`src/hdl/ajt_pkg.sv`:
```
package ajt_pkg;

    // Operation codes of an input item
    localparam logic [2:0] OP_WHEEL = 3'd0;
    localparam logic [2:0] OP_CONT  = 3'd1;
    localparam logic [2:0] OP_INCR  = 3'd2;
    localparam logic [2:0] OP_ABS   = 3'd3;
    localparam logic [2:0] OP_ABORT = 3'd4;
    localparam logic [2:0] OP_IDLE  = 3'd5;

    // Configuration register indexes
    localparam int CFG_INDEX_W = 3;
    localparam int CFG_DATA_W  = 32;
    localparam logic [CFG_INDEX_W-1:0] REG_UPPER_LIMIT = 3'd0;
    localparam logic [CFG_INDEX_W-1:0] REG_LOWER_LIMIT = 3'd1;
    localparam logic [CFG_INDEX_W-1:0] REG_SPEED_LIMIT = 3'd2;
    localparam logic [CFG_INDEX_W-1:0] REG_ACCEL_LIMIT = 3'd3;
    localparam logic [CFG_INDEX_W-1:0] REG_WHEEL_FRAC  = 3'd4;
    localparam logic [CFG_INDEX_W-1:0] REG_WHEEL_SCALE = 3'd5;
    localparam logic [CFG_INDEX_W-1:0] REG_VEL_MODE    = 3'd6;
    localparam logic [CFG_INDEX_W-1:0] REG_LOCKING     = 3'd7;

    // Reset values of the registers that are not zero, and the wheel fraction of one
    localparam logic [31:0] ACCEL_LIMIT_RST = 32'h0001_0000;
    localparam logic [15:0] WHEEL_FRAC_RST  = 16'h8000;
    localparam logic [15:0] FRAC_ONE        = 16'h8000;

    // Divider steps for the stopping distance quotient
    localparam int DIV_STEPS = 32;
    localparam int DIV_CNT_W = $clog2(DIV_STEPS);

    typedef struct packed {
        logic [2:0]          op;
        logic signed [31:0]  wheel_counts;
        logic                teleop_mode;
        logic                motion_enabled;
        logic                homing_active;
        logic                wheel_enable;
        logic signed [31:0]  current_position;
        logic signed [31:0]  jog_speed;
        logic signed [31:0]  jog_distance;
        logic                abort_immediate;
    } t_in;

    typedef struct packed {
        logic signed [31:0]  target_position;
        logic [31:0]         planner_speed;
        logic [31:0]         planner_accel;
        logic                planner_enable;
        logic                keyboard_jog_active;
        logic                wheel_jog_active;
        logic                was_aborted;
        logic                zero_velocity;
        logic                accepted;
    } t_out;

    typedef struct packed {
        logic load;
        logic mul;
        logic pos;
        logic div_step;
        logic clamp;
        logic commit;
    } t_cmd;

    typedef struct packed {
        logic is_wheel;
        logic need_div;
        logic out_free;
    } t_sts;

endpackage

```
`src/hdl/ajt_ctrl.sv`:
```
module ajt_ctrl
    import ajt_pkg::*;
(
    input  logic i_clk,
    input  logic i_rst_n,
    input  logic i_in_valid,
    output logic o_in_ready,
    input  t_sts i_sts,
    output t_cmd o_cmd
);

    typedef enum logic [2:0] {
        S_IDLE,
        S_MUL,
        S_POS,
        S_DIV,
        S_CLAMP,
        S_COMMIT
    } t_state;

    t_state               r_state, n_state;
    logic [DIV_CNT_W-1:0] r_cnt, n_cnt;
    logic                 r_in_ready, n_in_ready;

    // Next state
    always_comb begin
        n_state    = r_state;
        n_cnt      = r_cnt;
        n_in_ready = r_in_ready;
        case (r_state)
            S_IDLE: begin
                if (i_in_valid && r_in_ready) begin
                    n_state    = i_sts.is_wheel ? S_MUL : S_COMMIT;
                    n_in_ready = 1'b0;
                end
            end
            S_MUL: n_state = S_POS;
            S_POS: begin
                n_cnt   = '0;
                n_state = i_sts.need_div ? S_DIV : S_CLAMP;
            end
            S_DIV: begin
                n_cnt = r_cnt + 1'b1;
                if (r_cnt == DIV_CNT_W'(DIV_STEPS - 1)) begin
                    n_state = S_CLAMP;
                end
            end
            S_CLAMP: n_state = S_COMMIT;
            S_COMMIT: begin
                if (i_sts.out_free) begin
                    n_state    = S_IDLE;
                    n_in_ready = 1'b1;
                end
            end
            default: begin
                n_state    = S_IDLE;
                n_in_ready = 1'b1;
            end
        endcase
    end

    // Hold state and the ready flag
    always_ff @(posedge i_clk) begin
        if (!i_rst_n) begin
            r_state    <= S_IDLE;
            r_cnt      <= '0;
            r_in_ready <= 1'b1;
        end else begin
            r_state    <= n_state;
            r_cnt      <= n_cnt;
            r_in_ready <= n_in_ready;
        end
    end

    // Commands to the datapath
    assign o_in_ready      = r_in_ready;
    assign o_cmd.load      = (r_state == S_IDLE) && i_in_valid && r_in_ready;
    assign o_cmd.mul       = (r_state == S_MUL);
    assign o_cmd.pos       = (r_state == S_POS);
    assign o_cmd.div_step  = (r_state == S_DIV);
    assign o_cmd.clamp     = (r_state == S_CLAMP);
    assign o_cmd.commit    = (r_state == S_COMMIT) && i_sts.out_free;

    a_ready_idle: assert property (@(posedge i_clk) disable iff (!i_rst_n)
        r_in_ready |-> (r_state == S_IDLE))
        else $error("ready outside idle");
    a_commit_free: assert property (@(posedge i_clk) disable iff (!i_rst_n)
        o_cmd.commit |-> i_sts.out_free)
        else $error("commit into a full output register");
    a_div_end: assert property (@(posedge i_clk) disable iff (!i_rst_n)
        (r_state == S_DIV && r_cnt == DIV_CNT_W'(DIV_STEPS - 1)) |=> (r_state == S_CLAMP))
        else $error("divider overran");
    a_load_next: assert property (@(posedge i_clk) disable iff (!i_rst_n)
        o_cmd.load |=> (r_state == S_MUL || r_state == S_COMMIT))
        else $error("load without start");

endmodule

```
`config.mk`:
```
export PLATFORM = sky130hd
export DESIGN_NAME = ajt_ctrl
export DESIGN_NICKNAME = d
export VERILOG_FILES = /design/src/hdl/ajt_pkg.sv /design/src/hdl/ajt_ctrl.sv
export SDC_FILE = /design/constraint.sdc
export NUM_CORES = 1
export LEC_CHECK = 0
export ABC_CLOCK_PERIOD_IN_PS = 3700
export BUFFER_PORTS_ARGS = -buffer_cell sky130_fd_sc_hd__buf_2
export CAP_MARGIN = 20
export CORE_MARGIN = 2
export CORE_UTILIZATION = 39
export DETAILED_ROUTE_END_ITERATION = 8
export PLACE_DENSITY = 0.61
export SYNTH_ARGS = -nofsm -noshare
export SYNTH_HDL_FRONTEND = slang
export SYNTH_SLANG_ARGS = --single-unit
```
`constraint.sdc`:
```
create_clock -name i_clk -period 3.7 [get_ports i_clk]
set_input_delay 0.74 -clock i_clk [delete_from_list [all_inputs] [get_ports i_clk]]
set_output_delay 0.74 -clock i_clk [all_outputs]
set_load 0.005 [all_outputs]
```
==> results of run 1 <==
==> worst max-delay path, delay by kind of cell, from the launching register on <==
kind,cells,cell delay [ns]
flops,1,0.60
simple gates,2,0.46
buf+inv,1,0.12
==> report_power, final <==
group / switching [mW] / total [mW] / internal [mW] / leakage [nW]
registers: 0.0634 / 0.180 / 0.117 / 0.0734
clock network: 0.0410 / 0.0827 / 0.0417 / 0.0150
logic: 0.0666 / 0.160 / 0.0932 / 0.197
total: 0.171 / 0.423 / 0.252 / 0.285
==> per-layer routing <==
layer  up-vias  track usage, %  wire length, um
li1        287               -                -
met1       253            21.3              600
met2        16            21.8              525
met3         2            5.53               82
met4         0            5.45               11
met5         -               0                0
==> synth_stat cells (2+ instances only) <==
| cell type | number | share of area (%) |
|---|---|---|
| sky130_fd_sc_hd__a211oi_1 | 3 | 3.8 |
| sky130_fd_sc_hd__a21oi_1 | 8 | 6.7 |
| sky130_fd_sc_hd__and2_1 | 2 | 2.1 |
| sky130_fd_sc_hd__buf_2 | 2 | 1.7 |
| sky130_fd_sc_hd__clkbuf_1 | 2 | 1.3 |
| sky130_fd_sc_hd__dfxtp_1 | 9 | 30 |
| sky130_fd_sc_hd__ha_1 | 2 | 4.2 |
| sky130_fd_sc_hd__nand2_1 | 6 | 3.8 |
| sky130_fd_sc_hd__nand2b_1 | 3 | 3.2 |
| sky130_fd_sc_hd__nand3_1 | 4 | 3.4 |
| sky130_fd_sc_hd__nand3b_1 | 2 | 2.5 |
| sky130_fd_sc_hd__nor2_1 | 4 | 2.5 |
| sky130_fd_sc_hd__nor2b_1 | 2 | 2.1 |
| sky130_fd_sc_hd__nor3b_1 | 4 | 5.1 |
| sky130_fd_sc_hd__o21ai_1 | 3 | 2.5 |
==> per-stage QoR <==
step / instance area (um2) / setup WS, ns
finish: 672 / 1.52
floorplan: 594 / 1.92
detailed placement: 646 / 1.77
CTS: 672 / 1.51
global placement: 646 / 1.77
global route: 672 / 1.42
==> flip-flops by register name, summed over array words and instances (netlist names) <==
| signal | count |
|---|---|
| r_cnt | 5 |
| r_state | 3 |
| o_in_ready | 1 |
==> path summary, 6_finish.rpt <==
| path | slack (ns) | depth (start not counted) | to |
|---|---|---|---|
| hold / removal | 0.46 | 2 | r_cnt[4] |
| setup reg to reg | 2.16 | 6 | r_state[2] |
| hold reg to reg | 0.46 | 2 | r_cnt[4] |
| setup / recovery | 1.52 | 3 | o_cmd[2] |
==> cells by family (layout without fill, tap and decap cells) <==
kind of cell / Yosys count / in the layout
buf+inv: 6 / 17
compound gates: 21 / 21
simple gates: 36 / 36
flops: 9 / 9
fa+ha+maj: 2 / 2
==> area by class of cell <==
type,count,share of cell area [%]
clock buffer,4,3.91
tap,16,2.98
sequential,9,26.8
timing repair buffer,12,8.94
multi-input combinational,59,56.8
inverter,1,0.559
==> metrics.csv, run 1 <==
metric;value;unit
initial standard-cell utilization of the core;40.4;%
Crit Path Category;reg -> out;
CTS tree;built;
Avg Vias per Cell;5.52;
max_slew headroom;62.7;%
final hold violation count;0;
CP startpoint kind;register;
peak per-stage delay on the critical path;0.60;ns
Adder-Cell Fraction of Synth Area;4.21;%
highest fanout seen on the critical path;17;
startpoint of the lowest-slack hold path;r_cnt[4];
clock sink count;9;
max-slew violation total from the final report;0;
Final GP Congestion;0.865;
Total Power Consumption;0.423;mW
Max Buffers Root-to-Sink;2;
1st-pass router iterations;4;
Min Clock Period, post-route;2.18;ns
area of combinational cells with multiple inputs;382;um2
number of enable-type register cells in the synthesized netlist;0;
GRT Resource Usage Total;15.4;%
Ys Warns;0;
die height;43.0;um
Max rail drop VDD;0.341;mV
Post-Synthesis Cells;74;
initial antenna violation count;0;
1st-iter DRT viols;11;
number of antenna repair diodes;0;
filler instances;158;
Cell Chain, Critical Path;and2b_1 > and2_1 > buf_2;
Die Area;0.00185;mm2
cell area after synthesis;594;um2
utilization of the core after routing;45.7;%
worst flop-to-flop path startpoint;r_cnt[0];
standby leakage power;0.285;nW
unique cell type count in the Yosys netlist;33;
Fin Setup TNS;0;ns
data required time of the worst path;2.96;ns
setup repair after global routing missed its margin;false;
area growth from synthesis to layout;13.1;%
result of the run;completed;
layout cell share with drive strength beyond 1;20.0;%
clock latency reported for the late side of the worst-skew pair;0.27;ns
number of H-tree levels;1;
wire length of the first global-routing pass;2130;um
portion of netlist area occupied by mux cells;0;%
Post-Syn Area per Cell;8.03;um2
Sequential Area;180;um2
final hold slack;0.460;ns
total half-perimeter wirelength after legalization and detailed placement;826;um
Async S/R FF share, synth;0;%
layout net count;94;
share of the clock period used by the worst path;59.0;%
worst-case clock skew;0.00160;ns
total nets after synthesis;82;
number of buffers added for setup after CTS;0;
post_cts resized;0;
register area share after synthesis;30.3;%
beginning of the critical path;r_state[2];
worst endpoint data arrival time;1.44;ns
total instance count after detailed placement;97;
number of flip-flops and latches in the synthesized netlist;9;
main combinational cell family by area after synthesis;simple AND/OR/NAND/NOR gates;
Max Cap Violations;0;
power density normalized to cell area;629;mW/mm2
count of standard-cell rows;14;
critical path endpoint category;output pin;
number of CTS-inserted buffers;3;
measured slew at the worst slew-check pin;0.559;ns
aggregate routed wire length;1220;um
fraction of the mapped netlist area in simple logic gates;38.1;%
dominant synthesized flop cell;sky130_fd_sc_hd__dfxtp_1;
top-level I/O count;13;
clock root cell;sky130_fd_sc_hd__clkbuf_4;
Clock Pin Slew Worst Setup and Hold Paths;0.07;ns
count of non-filler cells in the finished layout;101;
number of buffers inserted by hold repair at cts;0;
Critical Path Slowest Stage Cell;sky130_fd_sc_hd__dfxtp_1;
Chip Width;43.0;um
maximum number of pins on one net before global-route repair;21;
overall overflow remaining after global route;0;
port buffer count;12;
most common library cell in the layout ignoring fill and taps;sky130_fd_sc_hd__buf_2;
final setup violating endpoints;0;
number of global-route vias before repair;481;
total number of vias;558;
WL per Instance;12.1;um
post-route DRC violation count;0;
path type of the worst min-delay path;reg -> reg;
timing-limited maximum frequency;458;MHz
Placeable Area;0.00147;mm2
xor/xnor cell area share of the yosys netlist;0;%
final antenna-violating net count;0;
commonest cells after routing, fill and taps aside;sky130_fd_sc_hd__buf_2, sky130_fd_sc_hd__dfxtp_1, sky130_fd_sc_hd__a21oi_1;
synthesized-area fraction occupied by ao, oa, aoi and oai cells;21.9;%
No activity file was read; power rests on OpenSTA's default activity.
==> inputs of run 2 (changes only) <==
--- a/config.mk
+++ b/config.mk
@@ -5,7 +5,7 @@
 export SDC_FILE = /design/constraint.sdc
 export NUM_CORES = 1
 export LEC_CHECK = 0
-export ABC_CLOCK_PERIOD_IN_PS = 3700
+export ABC_CLOCK_PERIOD_IN_PS = 2280
 export BUFFER_PORTS_ARGS = -buffer_cell sky130_fd_sc_hd__buf_2
 export CAP_MARGIN = 20
 export CORE_MARGIN = 2
==> constraint.sdc (replaced) <==
create_clock -name i_clk -period 2.28 [get_ports i_clk]
set_input_delay 0.456 -clock i_clk [delete_from_list [all_inputs] [get_ports i_clk]]
set_output_delay 0.456 -clock i_clk [all_outputs]
set_load 0.005 [all_outputs]
==> metrics.csv, run 2 (synthesis results as in run 1) <==
metric;value;unit;change
highest fanout seen on the critical path;17;;unchanged
layout net count;94;;unchanged
post-route DRC violation count;0;;unchanged
aggregate routed wire length;1220;um;about the same
Placeable Area;0.00147;mm2;unchanged
Crit Path Category;reg -> out;;
Final GP Congestion;0.862;;-0.30%
final hold violation count;0;;unchanged
overall overflow remaining after global route;0;;unchanged
Max rail drop VDD;0.568;mV;+67%
data required time of the worst path;1.82;ns;-1.14 ns
register with the most flip-flops;r_cnt;;
worst endpoint data arrival time;1.43;ns;about the same
clock sink count;9;;unchanged
1st-pass router iterations;3;;-1
Fin Setup TNS;0;ns;unchanged
count of non-filler cells in the finished layout;101;;unchanged
reg-to-reg critical path endpoint;r_state[2];;
clock root cell;sky130_fd_sc_hd__clkbuf_4;;
result of the run;completed;;
critical path endpoint category;output pin;;
area growth from synthesis to layout;13.1;%;unchanged
worst flop-to-flop path startpoint;r_cnt[0];;
CTS tree;built;;
commonest cells after routing, fill and taps aside;sky130_fd_sc_hd__buf_2, sky130_fd_sc_hd__dfxtp_1, sky130_fd_sc_hd__a21oi_1;;
count of standard-cell rows;14;;unchanged
clock latency reported for the late side of the worst-skew pair;0.26;ns;about the same
power density normalized to cell area;1010;mW/mm2;+61%
number of H-tree levels;1;;unchanged
1st-iter DRT viols;20;;+9
number of CTS-inserted buffers;3;;unchanged
final setup violating endpoints;0;;unchanged
initial antenna violation count;0;;unchanged
number of buffers added for setup after CTS;0;;unchanged
number of global-route vias before repair;438;;-8.9%
peak per-stage delay on the critical path;0.60;ns;about the same
worst-case clock skew;0.00724;ns;+0.00564 ns
GRT Resource Usage Total;14.6;%;-0.81 points
end of the critical path;o_cmd[2];;
utilization of the core after routing;45.7;%;unchanged
Clock Pin Slew Worst Setup and Hold Paths;0.06;ns;about the same
port buffer count;12;;unchanged
layout cell share with drive strength beyond 1;20.0;%;unchanged
wire length of the first global-routing pass;2000;um;-5.8%
share of the clock period used by the worst path;82.7;%;
initial standard-cell utilization of the core;40.4;%;unchanged
Chip Width;43.0;um;unchanged
final antenna-violating net count;0;;unchanged
Min Clock Period, post-route;1.89;ns;
top-level I/O count;13;;unchanged
reg-to-reg setup timing slack;0.70;ns;-1.46 ns
number of cells on the worst reg-to-reg path;6;;unchanged
standby leakage power;0.285;nW;unchanged
total number of vias;541;;-3.0%
total instance count after detailed placement;97;;unchanged
Max Cap Violations;0;;unchanged
number of antenna repair diodes;0;;unchanged
die height;43.0;um;unchanged
Critical Path Slowest Stage Cell;sky130_fd_sc_hd__dfxtp_1;;
most common library cell in the layout ignoring fill and taps;sky130_fd_sc_hd__buf_2;;
WL per Instance;12.1;um;about the same
total half-perimeter wirelength after legalization and detailed placement;869;um;+5.2%
beginning of the critical path;r_state[2];;
setup repair after global routing missed its margin;false;;
Avg Vias per Cell;5.36;;-3.0%
max reg flops;5;;unchanged
timing-limited maximum frequency;530;MHz;
Max Buffers Root-to-Sink;2;;unchanged
path type of the worst min-delay path;in -> reg;;
maximum number of pins on one net before global-route repair;21;;unchanged
Die Area;0.00185;mm2;unchanged
max-slew violation total from the final report;0;;unchanged
CP startpoint kind;register;;
number of buffers inserted by hold repair at cts;0;;unchanged
measured slew at the worst slew-check pin;0.570;ns;+0.0108 ns
Cell Chain, Critical Path;and2b_1 > and2_1 > buf_2;;
max_slew headroom;61.9;%;-0.72 points
post_cts resized;0;;unchanged
run 2: worst max-delay path: cells and delay by family (launching register included):
kind	cells	cell delay, ns
flip-flops	1	0.60
buffers and inverters	1	0.12
AND/OR/NAND/NOR	2	0.46
run 2: worst min-delay path by stage:
stage | start | end | slack, ns | cells past startpoint
floorplan | r_cnt[4] | r_cnt[4] | 0.44 | 2
global placement | r_cnt[4] | r_cnt[4] | 0.45 | 2
detailed placement | r_cnt[4] | r_cnt[4] | 0.46 | 2
CTS | i_rst_n | o_in_ready | 0.38 | 2
global route | i_rst_n | o_in_ready | 0.38 | 2
finish | i_rst_n | o_in_ready | 0.38 | 2
run 2: metal layers:
metal / global-route usage [%] / part of all wire [%] / up-vias
li1: - / - / 289
met1: 21.4 / 52 / 244
met2: 19.1 / 44 / 8
met3: 7.66 / 4.3 / 0
met4: 1.82 / 0 / 0
met5: 0 / 0 / -
run 2: per-stage QoR:
step                      setup WS, ns  hold WS (ns)  power (mW)  area, um2
after floorplan                  0.780         0.436       0.494        594
after global placement           0.693         0.449       0.561        646
after detailed placement         0.681         0.459       0.562        646
after CTS                        0.398         0.378       0.687        672
after global routing             0.286         0.380       0.741        672
final                            0.395         0.381       0.681        672
run 2: power breakdown:
group	leakage [nW]	internal [mW]	switching, mW
Combinational	0.197	0.151	0.112
Sequential	0.0734	0.190	0.106
Clock	0.0150	0.0674	0.0545
run 2: cell type report:
type	count	area, um2
clock buffers	4	26.3
fillers	170	800
inverters	1	3.75
multi-input cells	59	382
flip-flops and latches	9	180
well taps	16	20.0
repair buffers	12	60.1
